==> config.mk <==
export PLATFORM = sky130hd
export DESIGN_NAME = psib_ctrl
export DESIGN_NICKNAME = d
export VERILOG_FILES = /design/src/sv/psib_pkg.sv /design/src/sv/psib_ctrl.sv
export SDC_FILE = /design/constraint.sdc
export NUM_CORES = 1
export LEC_CHECK = 0
export ABC_AREA = 1
export BUFFER_PORTS_ARGS = -buffer_cell sky130_fd_sc_hd__buf_2
export CAP_MARGIN = 10
export CORE_AREA = 5 5 42 44
export DETAILED_ROUTE_END_ITERATION = 12
export DIE_AREA = 0 0 47 49
export HOLD_SLACK_MARGIN = 0.02
export PLACE_DENSITY = 0.48
export REMOVE_ABC_BUFFERS = 1
export SYNTH_ARGS = -nofsm -noshare
export SYNTH_HDL_FRONTEND = slang
export SYNTH_SLANG_ARGS = --single-unit
==> constraint.sdc <==
create_clock -name clk -period 1.1 [get_ports clk]
set_clock_uncertainty 0.2 [all_clocks]
set_input_delay 0.11 -clock clk [delete_from_list [all_inputs] [get_ports clk]]
set_output_delay 0.11 -clock clk [all_outputs]
set_load 0.01 [all_outputs]
==> src/sv/psib_pkg.sv <==
// shared types and constants of the priority sorted insert buffer
`default_nettype none

package psib_pkg;

  localparam int CAPACITY   = 32;
  localparam int DATA_WIDTH = 64;
  localparam int IDX_W      = $clog2(CAPACITY);
  localparam int CNT_W      = $clog2(CAPACITY + 1);
  localparam int KEY_W      = 8;
  localparam int BUS_DATA_W = 64;
  localparam int TDATA_W    = KEY_W + BUS_DATA_W;

  localparam logic CMD_INSERT = 1'b0;
  localparam logic CMD_FLUSH  = 1'b1;

  typedef enum logic [1:0] {
    KIND_ACCEPT = 2'd0,
    KIND_REJECT = 2'd1,
    KIND_ENTRY  = 2'd2,
    KIND_EMPTY  = 2'd3
  } kind_t;

  // commands from controller to datapath
  typedef struct packed {
    logic insert;
    logic reject;
    logic empty;
    logic pop;
  } psib_cmd_t;

  // status from datapath to controller
  typedef struct packed {
    logic count_zero;
    logic count_one;
    logic full;
    logic out_valid;
  } psib_status_t;

endpackage

`default_nettype wire

==> src/sv/psib_ctrl.sv <==
// controller state machine of the priority sorted insert buffer
`default_nettype none

module psib_ctrl (
  input  wire logic                  clk,
  input  wire logic                  rst,
  input  wire logic                  s_tvalid,
  input  wire logic                  s_command,
  input  wire logic                  m_tready,
  input  wire psib_pkg::psib_status_t status,
  output logic                       s_tready,
  output psib_pkg::psib_cmd_t        cmd
);
  import psib_pkg::*;

  typedef enum logic [1:0] {
    ST_IDLE  = 2'b01,
    ST_FLUSH = 2'b10
  } state_t;

  state_t state;
  state_t state_next;
  logic   out_free;
  logic   accept;

  // output register can take a new result this cycle
  assign out_free = !status.out_valid || m_tready;
  assign s_tready = (state == ST_IDLE) && out_free;
  assign accept   = s_tvalid && s_tready;

  always_comb begin
    state_next = state;
    cmd        = '0;
    case (state)
      ST_IDLE: begin
        if (accept) begin
          if (s_command == CMD_INSERT) begin
            if (status.full) begin
              cmd.reject = 1'b1;
            end else begin
              cmd.insert = 1'b1;
            end
          end else if (status.count_zero) begin
            cmd.empty = 1'b1;
          end else begin
            state_next = ST_FLUSH;
          end
        end
      end
      ST_FLUSH: begin
        if (out_free) begin
          cmd.pop = 1'b1;
          if (status.count_one) begin
            state_next = ST_IDLE;
          end
        end
      end
      default: begin
        state_next = ST_IDLE;
      end
    endcase
  end

  always_ff @(posedge clk) begin
    if (rst) begin
      state <= ST_IDLE;
    end else begin
      state <= state_next;
    end
  end

endmodule

`default_nettype wire

== Word-level counts from Yosys, hierarchy flattened ==
Cells that the tools add are included.
Widths: inputs -> output; s select.

* Add/sub/neg operators: 0
* Multiply operators: 0
* Divide/modulo/power cells: 0
* Order comparisons: 0
* Equality and inequality tests: 7
* Shift-type cells: 0
* Muxes and demuxes: 15
* Bitwise logic cells: 0
* Reductions and logical operators: 5

{| class="wikitable"
|+ Operators with widths
! cell !! count
|-
| $mux 2 || 6
|-
| $ne 2x2->1 const B || 5
|-
| $mux 1 || 6
|-
| $mux 3 || 2
|-
| $reduce_and 5->1 || 1
|-
| $pmux 2 s2 || 1
|-
| $eq 2x1->1 const B || 1
|-
| $eq 2x2->1 const B || 1
|-
| $logic_and 1x1->1 || 2
|-
| $logic_not 1->1 || 1
|-
| $logic_or 1x1->1 || 1
|}

* Bits in registers: 2
* Bits in latches: 0
* Bits in writable memories: 0
* ROM bits: 0
* Output and inout bits: 5
* Logic and storage cells: 28
* Memories: 0

== Longest topological paths before layout ==
* Depth after elaboration: 6
* Depth in mapped cells: 7
* Gate-level depth less buffers: 7

== Least setup slack after synthesis ==
OpenSTA, ideal clock, no wires.

* Path type: register to output
* Start: register state[0]
* End: output cmd[3] in the netlist's numbering
* Data arrival time: 846 ps
* Data required time: 790 ps
* Slack: -56 ps
* Cell stages (with the launch flop): 5
* Path buffers: 0
* Cells stage by stage: dfxtp_1 -> nand2_2 -> nor2_4 -> nand2_2 -> nor3_2

{| class="wikitable"
|+ RTL lines
! what !! RTL line !! RTL
|-
| start, declared || psib_ctrl.sv:21 || <nowiki>state_t state;</nowiki>
|-
| start signal, assigned || psib_ctrl.sv:68 || <nowiki>state <= state_next;</nowiki>
|-
| end, declared || psib_ctrl.sv:12 || <nowiki>output psib_pkg::psib_cmd_t cmd</nowiki>
|}

==> out/metrics.yaml <==
floorplan:
  die_y_um: 49
  die_area_sq_um: 2303
  io_pins: 14
  coreArea_sq_um: 1401
  start_util: 0.1330
  placementRows: 14
  chipWidth_um: 47
yosys:
  synth_top_area_cell: "dfxtp_1"
  ys_ff_latch: 2
  ys_types: 14
  syn_area_sq_um: 186.4
  synth_area_leaders: "dfxtp_1, nand2_1, inv_1"
  syn_inst: 30
  synth_top_area_share: 0.2148
  syn_avg_cell_area_sq_um: 6.214
  synth_warnings: 0
  ys_seq_area_frac: 0.2148
status:
  status: "complete, but fails checks"
  violations: "negative setup slack"
routing:
  drt_iter0_drc: 1
  wl_um: 544
  drc: 0
  via_count: 264
  vias_per_cell: 3.771
  postRouteAntennaNets: 0
  detail_route.first_pass.iterations: 2
  wl_per_cell_um: 7.771
placed_design:
  portBuffers: 13
  gp_congestion: 0.7294
  pre_cts_ws_ps: -87.01
  dpl.hpwl_um: 392.9
global_route:
  antenna_found_initial: 0
  grt-ovfl-total: 0
  grt_pass1_wl_um: 772
  grt_usage: 0.05063
  grt_pass1_vias: 223
  grt_max_degree: 4
finish:
  regArea_sq_um: 45.04
  final_cell_mix: "buf_2, nand2_1, inv_1, buf_4"
  multi_input_area_sq_um: 131.4
  mostFrequentLayoutCell: "buf_2"
  diodes: 0
  drive_gt1_frac: 0.6852
  final.fill_count: 162
  regMostFlops: "state"
  top_regs: "state: 2 flops"
  fin_nets: 65
  largest_register_ffs: 2
  area_growth_pct: 108.7
setup_path:
  crit_fanout: 3
  crit_type: "flop to primary output"
  crit_path_end_kind: "primary output"
  path_buf_inv: 2
  start_kind: "flop"
  crit_chain: "inv_2 -> nand2_4 -> nor2_4 -> nand2_2 -> nor3_2 -> buf_2"
  cp_slowest_cell: "dfxtp_2"
  cp_top_family: "simple AND/OR/NAND/NOR gates"
  arrival_ps: 1040
  crit_required_ps: 790
  max_stage_delay_ps: 300
sta:
  finalSetupViolCount: 7
  fin_setup_tns_ps: -1516
  period_minus_slack_ps: 1353
  worstMarginPinSlew_ps: 231.9
  fmax_mhz: 739.1
  setup_slack_ps: -252.9
  rsz0062_at_grt: "true"
  finalMaxSlewViolations: 0
  period_share: 1.230
  maxSlewHeadroom: 0.8452
  hold_viol_final: 0
min_path:
  hp-class: "input pin to flop"
power:
  vdd_drop_max_mv: 1.056
  power_density_nw_per_um2: 2351
  p_total_uw: 915.0
  p_leak_uw: 0.0002113
clock_network:
  cts_tree: "yes"
  cts_made_buffers: 3
  cts-root-buf: "clkbuf_4"
  cts_hold_buf: 1
  clk_pin_slew_ps: 30
  cts_sinks: 2
  cts_buffer_depth: 2
  h-tree-depth: 1
  clkLatencyLatePin_ps: 220
flow_run:
  drv_cap: 0
-- metrics by stage --
stage               cells  hold slack [ps]  area, sq um  utilization
global placement       61            185.7        286.5       0.2045
CTS                    68            14.68        362.8       0.2589
global route           70            17.90        389.1       0.2777
floorplan              30            53.16        186.4            -
detailed placement     61            180.0        286.5       0.2045
finish                 70            10.20        389.1       0.2777
-- synth_stat cells --
cell type / n
nor3_1: 1
inv_1: 5
nand2_1: 7
o21ai_2: 2
o21ai_1: 1
a21oi_1: 1
nor2_4: 1
dfxtp_1: 2
nor2_1: 3
nand3_2: 1
nand2_2: 2
nor2_2: 1
inv_2: 2
nor3_2: 1
-- final timing paths --
path	from	end	slack [ps]	depth (start not counted)
max	state[1]$_SDFFE_PP0P_	cmd[3]	-250	6
min	status[3]	state[1]$_SDFFE_PP0P_	10	4
max reg2reg	state[1]$_SDFFE_PP0P_	state[0]$_SDFFE_PP1P_	-220	10
min reg2reg	state[0]$_SDFFE_PP1P_	state[1]$_SDFFE_PP0P_	250	1
-- power breakdown --
part | total, uW | internal, uW | switching (uW)
clock network | 159 | 120 | 39.2
logic | 620 | 351 | 269
registers | 136 | 112 | 23.9
-- layer usage --
metal	vias to the layer above	GRT usage	routed length, um
li1	141	-	-
met1	111	0.04814	221
met2	10	0.06561	252
met3	2	0.03321	59
met4	0	0.05530	10
met5	-	0	0
-- kinds of logic after synthesis --
kind of cell | after synthesis | synth area share
buffers and inverters | 7 | 0.1410
AOI/OAI and AO/OA | 4 | 0.1476
DFF | 2 | 0.2148
and+or+nand+nor | 17 | 0.4967
-- worst register-to-register path: cells and delay by family, from the launching register on --
| kind | cells | cell delay [ps] |
|---|---|---|
| AO/OA/AOI/OAI | 1 | 50 |
| AND/OR/NAND/NOR | 4 | 260 |
| buffers and inverters | 5 | 450 |
| flip-flops | 1 | 300 |
-- timing repair --
item / CTS / global route
gates cloned: 0 / 0
endpoints found under the hold margin: 2 / 1
buffers inserted: 3 / 2
endpoints found under the setup margin: 7 / 7
pin swaps: 5 / 3
gates resized for setup: 6 / 4
-- final cells by class --
type                    instances  share of cell area
repair buffers                 21              0.3633
multi-input cells              21              0.3376
flip-flops and latches          2              0.1158
inverters                       7             0.07396
clock buffers                   3             0.05788
well taps                      16             0.05145
Power figures use the tool's default switching activity.
